<file path="src/hdl/psg_pkg.sv">
// ============================================================================
// psg_pkg: shared types and constants for the PSG register front end
// Port and register codes, reset values, controller states and the command
// and status groups between the controller and the datapath.
// ============================================================================
package psg_pkg;

    // Bus ports.
    localparam logic [7:0] PORT_ADDR  = 8'hA0;
    localparam logic [7:0] PORT_DATA  = 8'hA1;
    localparam logic [7:0] PORT_INPUT = 8'hA2;
    localparam logic [7:0] INPUT_IDLE = 8'h3F;

    // Chip register numbers.
    localparam logic [7:0] REG_TONE_A_FINE   = 8'd0;
    localparam logic [7:0] REG_TONE_A_COARSE = 8'd1;
    localparam logic [7:0] REG_TONE_B_FINE   = 8'd2;
    localparam logic [7:0] REG_TONE_B_COARSE = 8'd3;
    localparam logic [7:0] REG_TONE_C_FINE   = 8'd4;
    localparam logic [7:0] REG_TONE_C_COARSE = 8'd5;
    localparam logic [7:0] REG_NOISE         = 8'd6;
    localparam logic [7:0] REG_MIXER         = 8'd7;
    localparam logic [7:0] REG_AMP_A         = 8'd8;
    localparam logic [7:0] REG_AMP_B         = 8'd9;
    localparam logic [7:0] REG_AMP_C         = 8'd10;

    // Configuration register indexes.
    localparam int CFG_INDEX_W = 1;
    localparam logic [CFG_INDEX_W-1:0] CFG_DIVISOR    = 1'b0;
    localparam logic [CFG_INDEX_W-1:0] CFG_MULTIPLIER = 1'b1;

    localparam logic [31:0] DIVISOR_RESET    = 32'd1000000;
    localparam logic [7:0]  MULTIPLIER_RESET = 8'd8;

    // Result kinds.
    localparam logic RESULT_VOICE = 1'b0;
    localparam logic RESULT_READ  = 1'b1;

    typedef enum logic [1:0] {
        ST_IDLE,
        ST_SETUP,
        ST_DIV,
        ST_LOAD
    } psg_state_t;

    typedef struct packed {
        logic accept;
        logic start;
        logic step;
        logic emit;
    } psg_cmd_t;

    typedef struct packed {
        logic read_pend;
        logic mask_zero;
        logic sel_on;
        logic div_last;
        logic out_free;
    } psg_status_t;

endpackage

</file>
<file path="src/hdl/psg_ctrl.sv">
// ============================================================================
// psg_ctrl: sequencing controller
// Accepts one bus beat, then walks the pending read or voice commands,
// running the shared divider for each voice that is on.
// ============================================================================
module psg_ctrl (
    input  logic                  clk,
    input  logic                  rst_n,
    input  logic                  in_valid,
    output logic                  in_stall,
    input  psg_pkg::psg_status_t  status,
    output psg_pkg::psg_cmd_t     cmd
);
    import psg_pkg::*;

    psg_state_t state_reg;
    psg_state_t state_next;

    always_ff @(posedge clk or negedge rst_n)
    begin
        if (!rst_n)
        begin
            state_reg <= ST_IDLE;
        end
        else
        begin
            state_reg <= state_next;
        end
    end

    always_comb
    begin
        state_next = state_reg;
        cmd        = '0;
        in_stall   = 1'b1;
        unique case (state_reg)
            ST_IDLE:
            begin
                in_stall = 1'b0;
                if (in_valid)
                begin
                    cmd.accept = 1'b1;
                    state_next = ST_SETUP;
                end
            end
            ST_SETUP:
            begin
                priority if (status.read_pend)
                begin
                    state_next = ST_LOAD;
                end
                else if (status.mask_zero)
                begin
                    state_next = ST_IDLE;
                end
                else if (status.sel_on)
                begin
                    cmd.start  = 1'b1;
                    state_next = ST_DIV;
                end
                else
                begin
                    state_next = ST_LOAD;
                end
            end
            ST_DIV:
            begin
                cmd.step = 1'b1;
                if (status.div_last)
                begin
                    state_next = ST_LOAD;
                end
            end
            ST_LOAD:
            begin
                if (status.out_free)
                begin
                    cmd.emit   = 1'b1;
                    state_next = ST_SETUP;
                end
            end
            default:
            begin
                state_next = ST_IDLE;
            end
        endcase
    end

endmodule

</file>
<file path="src/hdl/psg_dp.sv">
// ============================================================================
// psg_dp: register file, divider and result register
// Holds the chip registers and configuration, tracks which channels still
// owe voice commands, divides one bit per cycle and drives the result beat.
// ============================================================================
module psg_dp (
    input  logic                                 clk,
    input  logic                                 rst_n,
    input  psg_pkg::psg_cmd_t                    cmd,
    output psg_pkg::psg_status_t                 status,
    input  logic                                 kind,
    input  logic [7:0]                           port,
    input  logic [7:0]                           bus_data,
    input  logic                                 cfg_valid,
    input  logic [psg_pkg::CFG_INDEX_W-1:0]      cfg_index,
    input  logic [31:0]                          cfg_data,
    output logic                                 out_valid,
    input  logic                                 out_stall,
    output logic                                 result_kind,
    output logic [2:0]                           voice,
    output logic                                 voice_on,
    output logic [31:0]                          frequency,
    output logic [11:0]                          volume,
    output logic [7:0]                           read_data,
    output logic                                 last
);
    import psg_pkg::*;

    // Chip and configuration registers.
    logic [7:0]  sel_reg,  sel_next;
    logic [11:0] tone_reg [3];
    logic [11:0] tone_next [3];
    logic [4:0]  noise_reg, noise_next;
    logic [5:0]  mixer_reg, mixer_next;
    logic [3:0]  amp_reg [3];
    logic [3:0]  amp_next [3];
    logic [31:0] divisor_reg, divisor_next;
    logic [7:0]  mult_reg, mult_next;

    // Work tracking.
    logic [2:0]  mask_reg, mask_next, mask_upd;
    logic        half_reg, half_next;
    logic        read_pend_reg, read_pend_next;
    logic        rd_match_reg, rd_match_next;

    // Divider.
    logic [11:0] rem_reg, rem_next;
    logic [31:0] quo_reg, quo_next;
    logic [4:0]  cnt_reg, cnt_next;
    logic [12:0] shift_val;
    logic [12:0] trial;
    logic        fits;

    // Result register.
    logic        out_valid_reg, out_valid_next;
    logic        kind_out_reg;
    logic [2:0]  voice_out_reg;
    logic        on_out_reg;
    logic [31:0] freq_out_reg;
    logic [11:0] vol_out_reg;
    logic [7:0]  rd_out_reg;
    logic        last_out_reg;

    // Current voice selection.
    logic [1:0]  cur_ch;
    logic [2:0]  cur_onehot;
    logic [2:0]  remaining;
    logic [11:0] cur_period;
    logic [2:0]  tone_dis;
    logic [2:0]  noise_dis;
    logic        cur_dis;
    logic        sel_on;
    logic [11:0] cur_vol;
    logic [2:0]  mix_diff;
    logic [1:0]  tone_ch;
    logic [1:0]  amp_ch;

    assign tone_ch = sel_reg[2:1];
    assign amp_ch  = sel_reg[1:0];

    always_comb
    begin
        priority if (mask_reg[0])
        begin
            cur_ch     = 2'd0;
            cur_onehot = 3'b001;
        end
        else if (mask_reg[1])
        begin
            cur_ch     = 2'd1;
            cur_onehot = 3'b010;
        end
        else
        begin
            cur_ch     = 2'd2;
            cur_onehot = 3'b100;
        end
    end

    assign remaining  = mask_reg & ~cur_onehot;
    assign tone_dis   = mixer_reg[2:0];
    assign noise_dis  = mixer_reg[5:3];
    assign cur_period = half_reg ? {7'd0, noise_reg} : tone_reg[cur_ch];
    assign cur_dis    = half_reg ? noise_dis[cur_ch] : tone_dis[cur_ch];
    assign sel_on     = !cur_dis && (cur_period != 12'd0);
    assign cur_vol    = 12'(amp_reg[cur_ch]) * 12'(mult_reg);
    assign mix_diff   = (mixer_reg[2:0] ^ bus_data[2:0]) | (mixer_reg[5:3] ^ bus_data[5:3]);

    // Register writes from the bus and the configuration port.
    always_comb
    begin
        sel_next     = sel_reg;
        tone_next    = tone_reg;
        noise_next   = noise_reg;
        mixer_next   = mixer_reg;
        amp_next     = amp_reg;
        divisor_next = divisor_reg;
        mult_next    = mult_reg;
        mask_upd     = 3'b000;
        if (cmd.accept && !kind)
        begin
            if (port == PORT_ADDR)
            begin
                sel_next = bus_data;
            end
            else if (port == PORT_DATA)
            begin
                unique case (sel_reg)
                    REG_TONE_A_FINE, REG_TONE_B_FINE, REG_TONE_C_FINE:
                    begin
                        tone_next[tone_ch] = {tone_reg[tone_ch][11:8], bus_data};
                        mask_upd           = 3'b001 << tone_ch;
                    end
                    REG_TONE_A_COARSE, REG_TONE_B_COARSE, REG_TONE_C_COARSE:
                    begin
                        tone_next[tone_ch] = {bus_data[3:0], tone_reg[tone_ch][7:0]};
                        mask_upd           = 3'b001 << tone_ch;
                    end
                    REG_NOISE:
                    begin
                        noise_next = bus_data[4:0];
                        mask_upd   = 3'b111;
                    end
                    REG_MIXER:
                    begin
                        mixer_next = bus_data[5:0];
                        mask_upd   = mix_diff;
                    end
                    REG_AMP_A, REG_AMP_B, REG_AMP_C:
                    begin
                        amp_next[amp_ch] = bus_data[3:0];
                        mask_upd         = 3'b001 << amp_ch;
                    end
                    default:
                    begin
                        mask_upd = 3'b000;
                    end
                endcase
            end
        end
        if (cfg_valid)
        begin
            unique case (cfg_index)
                CFG_DIVISOR:    divisor_next = cfg_data;
                CFG_MULTIPLIER: mult_next    = cfg_data[7:0];
                default:        divisor_next = divisor_reg;
            endcase
        end
    end

    // Pending work: the read result, or tone then noise for each marked channel.
    always_comb
    begin
        mask_next      = mask_reg;
        half_next      = half_reg;
        read_pend_next = read_pend_reg;
        rd_match_next  = rd_match_reg;
        if (cmd.accept)
        begin
            mask_next      = kind ? 3'b000 : mask_upd;
            half_next      = 1'b0;
            read_pend_next = kind;
            rd_match_next  = (port == PORT_INPUT);
        end
        else if (cmd.emit)
        begin
            priority if (read_pend_reg)
            begin
                read_pend_next = 1'b0;
            end
            else if (half_reg)
            begin
                mask_next = remaining;
                half_next = 1'b0;
            end
            else
            begin
                half_next = 1'b1;
            end
        end
    end

    // Restoring division, one quotient bit per cycle.
    assign shift_val = {rem_reg, quo_reg[31]};
    assign trial     = shift_val - {1'b0, cur_period};
    assign fits      = (shift_val >= {1'b0, cur_period});

    always_comb
    begin
        rem_next = rem_reg;
        quo_next = quo_reg;
        cnt_next = cnt_reg;
        if (cmd.start)
        begin
            rem_next = 12'd0;
            quo_next = divisor_reg;
            cnt_next = 5'd0;
        end
        else if (cmd.step)
        begin
            rem_next = fits ? trial[11:0] : shift_val[11:0];
            quo_next = {quo_reg[30:0], fits};
            cnt_next = cnt_reg + 5'd1;
        end
    end

    always_comb
    begin
        out_valid_next = out_valid_reg;
        if (cmd.emit)
        begin
            out_valid_next = 1'b1;
        end
        else if (out_valid_reg && !out_stall)
        begin
            out_valid_next = 1'b0;
        end
    end

    always_ff @(posedge clk or negedge rst_n)
    begin
        if (!rst_n)
        begin
            sel_reg       <= '0;
            tone_reg      <= '{default: '0};
            noise_reg     <= '0;
            mixer_reg     <= '0;
            amp_reg       <= '{default: '0};
            divisor_reg   <= DIVISOR_RESET;
            mult_reg      <= MULTIPLIER_RESET;
            mask_reg      <= '0;
            half_reg      <= 1'b0;
            read_pend_reg <= 1'b0;
            cnt_reg       <= '0;
            out_valid_reg <= 1'b0;
        end
        else
        begin
            sel_reg       <= sel_next;
            tone_reg      <= tone_next;
            noise_reg     <= noise_next;
            mixer_reg     <= mixer_next;
            amp_reg       <= amp_next;
            divisor_reg   <= divisor_next;
            mult_reg      <= mult_next;
            mask_reg      <= mask_next;
            half_reg      <= half_next;
            read_pend_reg <= read_pend_next;
            cnt_reg       <= cnt_next;
            out_valid_reg <= out_valid_next;
        end
    end

    always_ff @(posedge clk)
    begin
        rd_match_reg <= rd_match_next;
        rem_reg      <= rem_next;
        quo_reg      <= quo_next;
        if (cmd.emit)
        begin
            if (read_pend_reg)
            begin
                kind_out_reg  <= RESULT_READ;
                voice_out_reg <= 3'd0;
                on_out_reg    <= 1'b0;
                freq_out_reg  <= 32'd0;
                vol_out_reg   <= 12'd0;
                rd_out_reg    <= rd_match_reg ? INPUT_IDLE : 8'd0;
                last_out_reg  <= 1'b1;
            end
            else
            begin
                kind_out_reg  <= RESULT_VOICE;
                voice_out_reg <= half_reg ? (3'd3 + {1'b0, cur_ch}) : {1'b0, cur_ch};
                on_out_reg    <= sel_on;
                freq_out_reg  <= sel_on ? quo_reg : 32'd0;
                vol_out_reg   <= sel_on ? cur_vol : 12'd0;
                rd_out_reg    <= 8'd0;
                last_out_reg  <= half_reg && (remaining == 3'b000);
            end
        end
    end

    assign status.read_pend = read_pend_reg;
    assign status.mask_zero = (mask_reg == 3'b000);
    assign status.sel_on    = sel_on;
    assign status.div_last  = &cnt_reg;
    assign status.out_free  = !out_valid_reg || !out_stall;

    assign out_valid   = out_valid_reg;
    assign result_kind = kind_out_reg;
    assign voice       = voice_out_reg;
    assign voice_on    = on_out_reg;
    assign frequency   = freq_out_reg;
    assign volume      = vol_out_reg;
    assign read_data   = rd_out_reg;
    assign last        = last_out_reg;

endmodule

</file>
<file path="src/hdl/psg_register_to_voice_commands.sv">
// ============================================================================
// psg_register_to_voice_commands: PSG register front end, top level
// Turns CPU bus beats aimed at a three-channel sound chip into voice commands.
// ============================================================================
// Usage. The input channel (in_valid, in_stall, kind, port, bus_data) takes
// one bus access per beat. A read returns one result beat carrying read_data.
// A write to the address port latches a register number and produces nothing;
// a write to the data port updates a chip register and then produces a tone
// beat and a noise beat for every channel that the write touched, channels in
// order A, B, C. The final beat caused by an access has last set.
// Timing. A read, or a write with no result, keeps the input stalled until the
// sequencer is back in idle. A voice that is on takes longer than one that is
// off, because its frequency comes from a shared radix-2 divider that retires
// one quotient bit per cycle. A noise-period write yields beats for all six
// voices. The block handles one access at a time and holds in_stall high
// until every result of that access has been loaded into the output register.
// Back-pressure. When out_stall is high the result beat holds; the sequencer
// waits before loading the next beat. The configuration port (cfg_valid,
// cfg_ready, cfg_index, cfg_data) is always ready and should be written only
// while the block is idle.
// Reset. rst_n clears all chip registers to zero and restores the divisor
// (1000000) and multiplier (8) defaults; no result is pending after reset.
// ============================================================================
module psg_register_to_voice_commands (
    input  logic                             clk,
    input  logic                             rst_n,
    input  logic                             in_valid,
    output logic                             in_stall,
    input  logic                             kind,
    input  logic [7:0]                       port,
    input  logic [7:0]                       bus_data,
    input  logic                             cfg_valid,
    output logic                             cfg_ready,
    input  logic [psg_pkg::CFG_INDEX_W-1:0]  cfg_index,
    input  logic [31:0]                      cfg_data,
    output logic                             out_valid,
    input  logic                             out_stall,
    output logic                             result_kind,
    output logic [2:0]                       voice,
    output logic                             voice_on,
    output logic [31:0]                      frequency,
    output logic [11:0]                      volume,
    output logic [7:0]                       read_data,
    output logic                             last
);
    import psg_pkg::*;

    psg_cmd_t    cmd;
    psg_status_t status;

    // Configuration registers take any beat, so the port never pushes back.
    assign cfg_ready = 1'b1;

    // The controller owns the input handshake and issues one command per step.
    psg_ctrl u_ctrl (
        .clk      (clk),
        .rst_n    (rst_n),
        .in_valid (in_valid),
        .in_stall (in_stall),
        .status   (status),
        .cmd      (cmd)
    );

    // The datapath holds the chip and work registers, the divider and the output register.
    psg_dp u_dp (
        .clk         (clk),
        .rst_n       (rst_n),
        .cmd         (cmd),
        .status      (status),
        .kind        (kind),
        .port        (port),
        .bus_data    (bus_data),
        .cfg_valid   (cfg_valid),
        .cfg_index   (cfg_index),
        .cfg_data    (cfg_data),
        .out_valid   (out_valid),
        .out_stall   (out_stall),
        .result_kind (result_kind),
        .voice       (voice),
        .voice_on    (voice_on),
        .frequency   (frequency),
        .volume      (volume),
        .read_data   (read_data),
        .last        (last)
    );

endmodule

</file>
<file path="config.mk">
export PLATFORM = sky130hd
export DESIGN_NAME = psg_register_to_voice_commands
export DESIGN_NICKNAME = d
export VERILOG_FILES = /design/src/hdl/psg_pkg.sv /design/src/hdl/psg_ctrl.sv /design/src/hdl/psg_dp.sv /design/src/hdl/psg_register_to_voice_commands.sv
export SDC_FILE = /design/constraint.sdc
export NUM_CORES = 1
export LEC_CHECK = 0
export ABC_CLOCK_PERIOD_IN_PS = 9700
export BUFFER_PORTS_ARGS = -buffer_cell sky130_fd_sc_hd__buf_2
export CAP_MARGIN = 40
export CORE_UTILIZATION = 30
export CTS_CLUSTER_DIAMETER = 200
export DETAILED_ROUTE_END_ITERATION = 6
export SYNTH_ARGS = -nofsm -noshare
export SYNTH_HDL_FRONTEND = slang
export SYNTH_SLANG_ARGS = --single-unit
</file>
<file path="constraint.sdc">
create_clock -name clk -period 9.7 [get_ports clk]
set_clock_uncertainty 0.1 [all_clocks]
set_input_delay 1.455 -clock clk [delete_from_list [all_inputs] [get_ports clk]]
set_output_delay 1.455 -clock clk [all_outputs]
set_load 0.1 [all_outputs]
</file>
* Yosys cells after proc, flatten, opt, wreduce, memory -nomap -nowiden *
Cells that the tools add are included.

storage, ports and cells
  output and inout port bits = 61
  logic and storage cells = 180
  input bits = 55
  register bits after elaboration = 223

operators by class
  reduce and logical (&&, ||, !) cells = 38
  multipliers = 1
  multiplexer cells = 69
  bitwise logic cells = 12
  equality and inequality tests = 20
  magnitude comparators = 7
  add/subtract/negate cells = 3
  shift-type cells = 2

operator list
  cell                                                       number
  two-way mux 12 bit                                         7
  bitwise mux 36 bit                                         2
  one-hot mux 36 bit (2 select lines)                        1
  two-way mux 32 bit                                         2
  binary-select mux 12 bit (select 2 bit)                    2
  == test 8 x 3 -> 1 bit (second input constant)             4
  two-way mux 3 bit                                          10
  demux 12 bit (select 2 bit)                                1
  == test 8 x 4 -> 1 bit (second input constant)             3
  == test 8 bit (second input constant)                      3
  two-way mux 1 bit                                          23
  == test 8 x 2 -> 1 bit (second input constant)             2
  two-way mux 2 bit                                          8
  AND reduction 4 bit                                        4
  greater-or-equal comparator 13 x 12 -> 1 bit               1
  bitwise mux 12 bit                                         1
  multiplier 4 x 8 -> 12 bit                                 1
  two-way mux 4 bit                                          3
  one-hot mux 3 bit (4 select lines)                         1
  nonzero test 12 bit                                        1
  subtractor 12 bit                                          1
  two-way mux 5 bit                                          2
  nonzero test 2 bit                                         5
  greater-or-equal comparator 3 bit (second input constant)  3
  other kinds (33)                                           61

* Logic depth before layout (Yosys ltp) *
Gate-level depths: netlist of the first run.

  word-level depth = 14
  gate-level depth with buffers = 18
  mapped depth without buffers = 15

* Hierarchy *
From an unflattened synthesis of the first run, not the netlist that was laid out.

second synthesis, totals
  cell total of the unflattened synthesis = 971
  area, all modules = 11,319.6 um^2

by module, submodules not included
  module                          area each (um^2)  cells an instance  times used  sequential area each (um^2)
  psg_dp                          11,096.9          945                1           5,725.5
  psg_ctrl                        211.5             24                 1           50.0
  psg_register_to_voice_commands  11.3              2                  1           0.0

* Worst setup path before layout of the first run *
Ideal clock, no wire load.

  path type = reg2reg
  start point = register u_dp.mask_reg[0]
  end point = register u_dp.vol_out_reg[11], in the netlist u_dp.volume[11], data pin
  data arrival time = 4,285 ps
  setup time = 259 ps
  buffers on the path = 3
  stages on the path, launching flop included = 18
  slack = 5,056 ps
  clock period less this slack = 4,644 ps
  required time = 9,341 ps
  cell sequence = dfrtp_1 > clkbuf_1 > buf_2 > buf_1 > nand2_1 > o21ai_1 > nand2_1 > fa_1 > inv_1 > fa_1 > ha_1 > a21o_1 > a21oi_1 > nor2b_1 > o21a_1 > o41ai_1 > nor3_1 > o31a_1

between the ends
  longest elaborated chain between the ends = 10
  elaborated cells on any way between the ends = 20
  classes of those cells = mul (1); mux (13); bitwise (2); reduce/logical (4)

ends and longest elaborated chain
  what                                                                                line           RTL
  from (decl)                                                                         psg_dp.sv:41   logic [2:0] mask_reg, mask_next, mask_upd;
  from (signal assigned)                                                              psg_dp.sv:266  mask_reg <= mask_next;
  two-way mux 2 bit (*)                                                               psg_dp.sv:83   priority if (mask_reg[0])
  parallel branches: the longest is 9 deep, another holds multiplier 4 x 8 -> 12 bit  --
  to (signal assigned)                                                                psg_dp.sv:297  vol_out_reg <= sel_on ? cur_vol : 12'd0;
  to (decl)                                                                           psg_dp.sv:60   logic [11:0] vol_out_reg;

Every way passes the cells marked *. The select of a mux whose other input is x is not followed.
A chain may end at the register's enable or synchronous reset.

* Final worst setup path of the first run *
  start point = register u_dp.mask_reg[1]
  end point = register u_dp.vol_out_reg[11], in the netlist u_dp.volume[11], data pin

between the ends
  longest elaborated chain between the ends = 11
  elaborated cells on any way between the ends = 21
  classes of those cells = mul (1); mux (14); bitwise (2); reduce/logical (4)

ends and longest elaborated chain
  what                                                                                line          RTL
  two-way mux 2 bit (*)                                                               psg_dp.sv:88  else if (mask_reg[1])
  two-way mux 2 bit (*)                                                               psg_dp.sv:83
  parallel branches: the longest is 9 deep, another holds multiplier 4 x 8 -> 12 bit  --

Marked as above.

==> impl_metrics.json, run 1 <==
{
  "p_switching_uw": 1050,
  "grt_pass1_wl_um": 39200,
  "drt_wl_total_um": 24500,
  "grt_antenna_before_repair": 3,
  "min_period_ps": 4860,
  "synth.most_common_cell": "mux2_2",
  "cts_resized": 0,
  "cpMostUsedCell": "fa_1",
  "r2r_cells": 15,
  "clock.fmax_mhz": 206,
  "die_h_um": 194,
  "port_buffers": 112,
  "setup_violations": 0,
  "critPathMaxStageDelay_ps": 680,
  "clk_pin_slew_ps": 60,
  "hold_viol": 0,
  "gp_congestion": 0.824,
  "power_density_mw_per_mm2": 233,
  "p_seq_frac": 0.391,
  "clkSinkCount": 216,
  "synth_area_leaders": "dfrtp_1 25%, edfxtp_1 23%, mux2_2 15%, ha_1 4.0%, and2_1 3.3%",
  "first_pass_iters": 4,
  "wire_per_inst_um": 16.4,
  "grt_pass1_vias": 6985,
  "pwr-share-clk": 0.321,
  "yosysTopAreaCell": "dfrtp_1",
  "grt_max_degree": 61,
  "synth_edf_count": 84,
  "r2r_slack_ps": 4840,
  "core_mm2": 0.0359,
  "max_cap_viol_count": 0,
  "tightest_slew_ps": 874,
  "synthDistinctLibCells": 69,
  "swShare": 0.349,
  "largest_reg_flops": 36,
  "fin_crit_sh": 0.501,
  "top_layer_used": "met5",
  "row_count": 69,
  "rr_startpoint": "u_dp.mask_reg[1]",
  "relSlewSlack": 0.414,
  "tns_ps": 0,
  "status": "finished clean",
  "crit_fanout": 11,
  "via_count": 7115,
  "syn_inst": 917,
  "antenna_left": 0,
  "grt.overflow.total": 0,
  "path_class": "register to register",
  "vdd_drop_max_mv": 0.119,
  "netlist.area_leader.share": 0.253,
  "drt-initial-drc-count": 386,
  "crit_chain": "buf_8, mux2i_1, o21ai_1, nand2_1, fa_1, inv_1, fa_1, ha_1, a21o_1, a21oi_1, nor2b_1, o21a_1, o41ai_1, nor3_1, o31a_1",
  "wl_met1_um": 11200,
  "synth-seq-area-share": 0.522,
  "async_reset_ff_frac": 0.556,
  "wl_met2_um": 12000,
  "cp-endpoint": "u_dp.volume[11]",
  "crit_path_top_delay_cell": "dfrtp_1",
  "arrival_ps": 5020,
  "areaGrowthSynthToFinish_pct": 16.8,
  "synth-seq-cells": 216,
  "min-delay-start": "u_dp.divisor_reg[22]",
  "wl_met3_um": 799,
  "die_w_um": 194,
  "clock_latency_ps": 510,
  "synth_area_mm2": 0.0111,
  "fillers": 3542,
  "tritoncts": "built",
  "via_per_inst": 4.76,
  "final_core_util": 0.360,
  "power_frac_comb": 0.288,
  "drv_slew": 0,
  "power.total_uw": 3020,
  "cts_hold_buf": 0,
  "postSynthAreaPerCell_um2": 12.1,
  "timing.rr.end": "u_dp.volume[11]",
  "cp.required_ps": 9860,
  "grt_usage": 0.129,
  "ioPinCount": 116,
  "cts_setup_buffers": 0,
  "startpoint": "u_dp.mask_reg[1]",
  "netlist_top_cells_count": "148 x mux2_2, 112 x dfrtp_1, 84 x edfxtp_1, 66 x nand2_1, 59 x and2_1",
  "hp-class": "register to register",
  "cts-htree-levels": 1,
  "cts.path.max_buffers": 3,
  "endpoint_kind": "register",
  "dieArea_mm2": 0.0377,
  "drive_gt1_frac": 0.322,
  "setup.worst_path.start_class": "register",
  "p_leak_uw": 0.00563,
  "nNetsFinal": 1119,
  "hpwl_um": 16700,
  "ctsRootBufferMaster": "clkbuf_16",
  "ys_warn_count": 0,
  "cellInternalPower_uw": 1970,
  "initial_utilization": 0.308,
  "synth_flop_cell": "dfrtp_1",
  "grt_setup_unrepaired": "false",
  "cts_buffers": 24,
  "post-route-drc-count": 0
}
per-layer routing:
metal,vias up,track usage
met5,-,0
met4,2,0.0409
met3,36,0.0165
met2,126,0.223
met1,3500,0.167
li1,3451,-
worst min-delay path by stage:
stage                                      end  depth (start not counted)
after floorplan               u_dp.result_kind                          0
after global placement       u_dp.tone_reg[13]                          1
after detailed placement  u_dp.divisor_reg[13]                          1
after CTS                    u_dp.tone_reg[15]                          1
after global routing           u_dp.amp_reg[4]                          1
final                     u_dp.divisor_reg[22]                          1
cell families after synthesis:
| group | count (synthesis) | share of synthesized area |
|---|---|---|
| AOI/OAI and AO/OA | 121 | 0.0704 |
| xor gates and xnor gates | 23 | 0.0182 |
| buffers and inverters | 84 | 0.0341 |
| muxes | 174 | 0.175 |
| adders and majority gates | 49 | 0.0640 |
| and+or+nand+nor | 248 | 0.116 |
| other | 2 | 0.000678 |
| DFF | 216 | 0.522 |
critical path: cells and delay by family (launching register included):
kind / cells / cell delay (ps)
AO/OA/AOI/OAI: 6 / 1770
adder cells (fa/ha/maj): 3 / 1350
flip-flops: 1 / 680
AND/OR/NAND/NOR: 3 / 330
buffers and inverters: 2 / 270
multiplexers: 1 / 80
through the flow:
step,cell area [um^2],hold slack (ps),worst slack (ps),std cells
global placement,12000,384,4750,1449
finish,12900,403,4840,1496
global route,12900,416,4500,1495
detailed placement,12100,390,4830,1451
CTS,12900,402,4820,1494
floorplan,11100,323,5060,918
power by group through the flow:
stage                     Clock, uW  Sequential (uW)  Combinational, uW
final                           969             1180                870
after global routing           1030             1200                940
after CTS                       993             1180                876
after detailed placement          0             1200                871
after global placement            0             1190                862
after floorplan                   0             1400                483
cell type report:
cell class / count / area, um^2 / share of cell area
antenna: 2 / 5.00 / 0.000387
clock buffer: 29 / 672 / 0.0520
clock inverter: 14 / 175 / 0.0135
inverter: 34 / 128 / 0.00987
multi-input combinational: 618 / 4930 / 0.382
sequential: 216 / 5780 / 0.447
tap: 461 / 577 / 0.0446
timing repair buffer: 122 / 666 / 0.0515
cell usage in the layout, fill, tap and decap left out, drive strengths merged, types with 9 or more instances in the layout:
cell type / n
a21oi: 33
buf: 122
nand2b: 13
o21ai: 27
fa: 13
clkinv: 9
clkbuf: 29
dfxtp: 12
inv: 32
o211ai: 12
a211oi: 12
and2: 60
mux2: 151
edfxtp: 84
mux2i: 23
nand2: 66
nor2: 51
dfrtp: 112
nor3: 11
ha: 35
xnor2: 16
Power figures use the tool's default switching activity.
==> run 2: changes to the inputs <==
--- a/config.mk
+++ b/config.mk
@@ -5,7 +5,7 @@
 export SDC_FILE = /design/constraint.sdc
 export NUM_CORES = 1
 export LEC_CHECK = 0
-export ABC_CLOCK_PERIOD_IN_PS = 9700
+export ABC_CLOCK_PERIOD_IN_PS = 4400
 export BUFFER_PORTS_ARGS = -buffer_cell sky130_fd_sc_hd__buf_2
 export CAP_MARGIN = 40
 export CORE_UTILIZATION = 30
==> constraint.sdc (replaced) <==
create_clock -name clk -period 4.4 [get_ports clk]
set_clock_uncertainty 0.1 [all_clocks]
set_input_delay 0.66 -clock clk [delete_from_list [all_inputs] [get_ports clk]]
set_output_delay 0.66 -clock clk [all_outputs]
set_load 0.1 [all_outputs]
==> impl_metrics.json, run 2 (synthesized netlist as in run 1, its figures left out) <==
{
  "status": "finished clean",
  "path_buf_inv": 1,
  "fillers": 3520,
  "clkSinkCount": 216,
  "areaGrowthSynthToFinish_pct": 17.8,
  "port_buffers": 112,
  "clk_pin_slew_ps": 60,
  "hpwl_um": 17100,
  "gp_congestion": 0.806,
  "drv_slew": 0,
  "p_leak_uw": 0.00570,
  "cts.path.max_buffers": 3,
  "tns_ps": 0,
  "antenna_left": 0,
  "cts_resized": 0,
  "wl_met2_um": 12100,
  "critPathMaxStageDelay_ps": 500,
  "post-route-drc-count": 0,
  "arrival_ps": 4240,
  "wire_per_inst_um": 16.2,
  "initial_utilization": 0.308,
  "path_class": "register to register",
  "die_w_um": 194,
  "top_layer_used": "met4",
  "ioPinCount": 116,
  "hold_viol": 0,
  "drive_gt1_frac": 0.330,
  "wl_met3_um": 757,
  "largest_reg_flops": 36,
  "dp_cells": 1461,
  "grt_pass1_vias": 7230,
  "crit_fanout": 8,
  "grt_antenna_before_repair": 0,
  "final_cells": 1505,
  "min_period_ps": 4080,
  "cts-htree-levels": 1,
  "cts_setup_buffers": 0,
  "r2r_slack_ps": 320,
  "nNetsFinal": 1129,
  "fin_crit_sh": 0.928,
  "wl_met1_um": 11000,
  "vdd_drop_max_mv": 0.272,
  "grt_max_degree": 52,
  "hp-class": "primary input to asynchronous set/reset pin",
  "die_h_um": 194,
  "dieArea_mm2": 0.0377,
  "crit_chain": "mux2i_1, o21ai_2, nand2_1, fa_1, inv_1, fa_1, ha_1, a21o_1, a21oi_1, nor2b_1, o21a_1, o41ai_2, nor3_1, o31a_1",
  "grt_setup_unrepaired": "false",
  "drt-initial-drc-count": 341,
  "drt_wl_total_um": 24400,
  "via_per_inst": 4.77,
  "ctsRootBufferMaster": "clkbuf_16",
  "crit_path_top_delay_cell": "fa_1",
  "max_cap_viol_count": 0,
  "clock_latency_ps": 520,
  "path_delay_family": "compound AO/OA/AOI/OAI gates",
  "grt_usage": 0.129,
  "insertedDiodeCount": 0,
  "tightest_slew_ps": 812,
  "relSlewSlack": 0.459,
  "layout_common_cells": "148 x mux2_2, 112 x dfrtp_1, 111 x buf_2",
  "cp.required_ps": 4560,
  "grt.overflow.total": 0,
  "setup_violations": 0,
  "grt_pass1_wl_um": 39400,
  "core_mm2": 0.0359,
  "endpoint_kind": "register",
  "setup.worst_path.start_class": "register",
  "via_count": 7178,
  "cts_hold_buf": 0,
  "tritoncts": "built",
  "cts_buffers": 24,
  "first_pass_iters": 4,
  "row_count": 69,
  "layout_commonest_cell": "mux2_2",
  "cpMostUsedCell": "fa_1",
  "clock.fmax_mhz": 245,
  "power_density_mw_per_mm2": 515
}
run 2: final timing paths:
| kind | from | to | cells past startpoint |
|---|---|---|---|
| worst max-delay path | u_dp.mask_reg[1] | u_dp.volume[11] | 14 |
| worst min-delay path | rst_n | u_dp.divisor_reg[15] | 1 |
| worst max register to register | u_dp.mask_reg[1] | u_dp.volume[11] | 14 |
| worst min register to register | u_dp.divisor_reg[12] | u_dp.divisor_reg[12] | 1 |
| max in group asynchronous | rst_n | u_dp.sel_reg[7] | 2 |
| min in group clk | cfg_data[24] | u_dp.divisor_reg[24] | 2 |
run 2: final cells by class:
type	count	area (um^2)	area share
Multi-Input combinational cell	618	4950	0.379
Tap cell	461	577	0.0442
Sequential cell	216	5780	0.443
Inverter	34	128	0.00979
Clock buffer	32	661	0.0507
Clock inverter	12	211	0.0162
Timing Repair Buffer	132	738	0.0566
run 2: power by group:
group / switching [uW] / internal [uW] / total [uW] / leakage [uW]
combinational: 1330 / 613 / 1940 / 0.00285
clock: 822 / 1360 / 2180 / 0.000413
sequential: 183 / 2410 / 2590 / 0.00244
run 2: metrics by stage:
stage	instance area (um^2)	setup slack (ps)	utilization	total power (uW)	hold slack (ps)
CTS	13000	170	0.363	6770	112
finish	13000	317	0.363	6710	99.2
detailed placement	12200	186	0.339	4570	390
global route	13000	104	0.363	7020	150
floorplan	11100	108	-	4150	264
global placement	12100	273	0.338	4540	385
run 2: per-layer routing:
layer / vias up / track usage
li1: 3473 / -
met1: 3558 / 0.165
met2: 112 / 0.228
met3: 35 / 0.0158
met4: 0 / 0.0385
met5: - / 0
run 2: worst register-to-register path, stage by stage, from the launching register on:
cell and delay (ps):
dfrtp_1 440, mux2i_1 160, o21ai_2 270, nand2_1 110
fa_1 500, inv_1 70, fa_1 500, ha_1 310
a21o_1 160, a21oi_1 220, nor2b_1 70, o21a_1 200
o41ai_2 330, nor3_1 100, o31a_1 290
==> run 3: changes to the inputs <==
--- a/config.mk
+++ b/config.mk
@@ -11,6 +11,7 @@
 export CORE_UTILIZATION = 30
 export CTS_CLUSTER_DIAMETER = 200
 export DETAILED_ROUTE_END_ITERATION = 6
+export RECOVER_POWER = 25
 export SYNTH_ARGS = -nofsm -noshare
 export SYNTH_HDL_FRONTEND = slang
 export SYNTH_SLANG_ARGS = --single-unit
==> impl_metrics.json, run 3 (synthesized netlist as in run 1, its figures left out) <==
{
  "setup_violations": 0,
  "rr_startpoint": "u_dp.mask_reg[1]",
  "cts.path.max_buffers": 3,
  "clock_latency_ps": 520,
  "via_count": 7196,
  "path_class": "register to register",
  "wire_per_inst_um": 16.3,
  "critPathMaxStageDelay_ps": 500,
  "ioPinCount": 116,
  "hp-class": "primary input to register",
  "grt_antenna_before_repair": 0,
  "first_pass_iters": 4,
  "grt_setup_unrepaired": "false",
  "drv_slew": 85,
  "ctsRootBufferMaster": "clkbuf_16",
  "power.total_uw": 6710,
  "core_mm2": 0.0359,
  "grt_pass1_wl_um": 39400,
  "grt_pass1_vias": 7230,
  "gp_congestion": 0.806,
  "fillers": 3520,
  "die_h_um": 194,
  "crit_path_top_delay_cell": "fa_1",
  "cts-htree-levels": 1,
  "fin_crit_sh": 0.928,
  "tns_ps": 0,
  "p_leak_uw": 0.00568,
  "drive_gt1_frac": 0.328,
  "die_w_um": 194,
  "cts_setup_buffers": 0,
  "seq_area_mm2": 0.00578,
  "max_cap_viol_count": 2,
  "drt-initial-drc-count": 378,
  "worst_slack_ps": 317,
  "status": "complete, but fails checks",
  "relSlewSlack": -1.03,
  "insertedDiodeCount": 0,
  "grt.overflow.total": 0,
  "crit_chain": "mux2i_1, o21ai_2, nand2_1, fa_1, inv_1, fa_1, ha_1, a21o_1, a21oi_1, nor2b_1, o21a_1, o41ai_2, nor3_1, o31a_1",
  "clock.fmax_mhz": 245,
  "min-delay-start": "cfg_data[24]",
  "path_delay_family": "compound AO/OA/AOI/OAI gates",
  "post-route-drc-count": 0,
  "port_buffers": 112,
  "cpMostUsedCell": "fa_1",
  "layout_common_cells": "148 x mux2_2, 112 x dfrtp_1, 110 x buf_2",
  "dp_slack_ps": 186,
  "crit_fanout": 8,
  "endpoint_kind": "register",
  "multiInputGateArea_mm2": 0.00495,
  "clkSinkCount": 216,
  "cts_hold_buf": 0,
  "setup.worst_path.start_class": "register",
  "layout_commonest_cell": "mux2_2",
  "startpoint": "u_dp.mask_reg[1]",
  "hold_viol": 0,
  "tritoncts": "built",
  "vdd_drop_max_mv": 0.272,
  "arrival_ps": 4240,
  "cts_buffers": 24,
  "antenna_left": 0,
  "cp.required_ps": 4560,
  "path_buf_inv": 1,
  "largest_reg_flops": 36,
  "nNetsFinal": 1129,
  "grt_usage": 0.129,
  "tightest_slew_ps": 3050,
  "grt_max_degree": 52,
  "dieArea_mm2": 0.0377,
  "clk_pin_slew_ps": 60,
  "power_density_mw_per_mm2": 515,
  "via_per_inst": 4.78,
  "min_period_ps": 4080,
  "areaGrowthSynthToFinish_pct": 17.7,
  "hpwl_um": 17100,
  "drt_wl_total_um": 24500,
  "row_count": 69,
  "violations": "max-capacitance violations, max-slew violations",
  "initial_utilization": 0.308
}
-- run 3: per-layer routing --
| layer | global-route usage | routed length, um |
|---|---|---|
| met1 | 0.165 | 11100 |
| met2 | 0.228 | 12200 |
| met3 | 0.0158 | 740 |
| met4 | 0.0385 | 518 |
| met5 | 0 | 0 |
-- run 3: layout make-up --
cell class              instances  share of cell area
repair buffers                132              0.0558
flip-flops and latches        216               0.443
clock buffers                  32              0.0507
clock inverters                12              0.0162
multi-input cells             618               0.380
well taps                     461              0.0443
inverters                      34             0.00980
-- run 3: worst reg2reg max path: stages, from the launching register on --
cell	delay (ps)
dfrtp_1	440
mux2i_1	160
o21ai_2	270
nand2_1	110
fa_1	500
inv_1	70
fa_1	500
ha_1	310
a21o_1	160
a21oi_1	220
nor2b_1	70
o21a_1	200
o41ai_2	330
nor3_1	100
o31a_1	290
-- run 3: timing repair --
action                                  in CTS  in global routing
gates resized for setup                      0                  1
endpoints found under the setup margin       0                  1
hold endpoints to repair                     0                  0
-- run 3: worst paths after layout --
path,cells past startpoint,slack [ps],end
min,2,270,u_dp.divisor_reg[24]
max,14,320,u_dp.volume[11]
max in group asynchronous,2,1060,u_dp.tone_reg[23]
min reg2reg,1,400,u_dp.divisor_reg[12]
min in group asynchronous,1,1040,u_dp.divisor_reg[26]
max reg2reg,14,320,u_dp.volume[11]
-- run 3: report_power, final --
group          switching (uW)  internal (uW)
sequential                184           2410
combinational            1330            613
clock                     821           1360
-- run 3: through the flow --
stage	hold WS (ps)	instances	utilization	instance area (um^2)
6_report	269	1505	0.363	13000
5_1_grt	257	1505	0.363	13000
4_1_cts	112	1505	0.363	13000
3_5_place_dp	390	1461	0.339	12200
3_3_place_gp	385	1460	0.338	12100
2_1_floorplan	264	918	-	11100
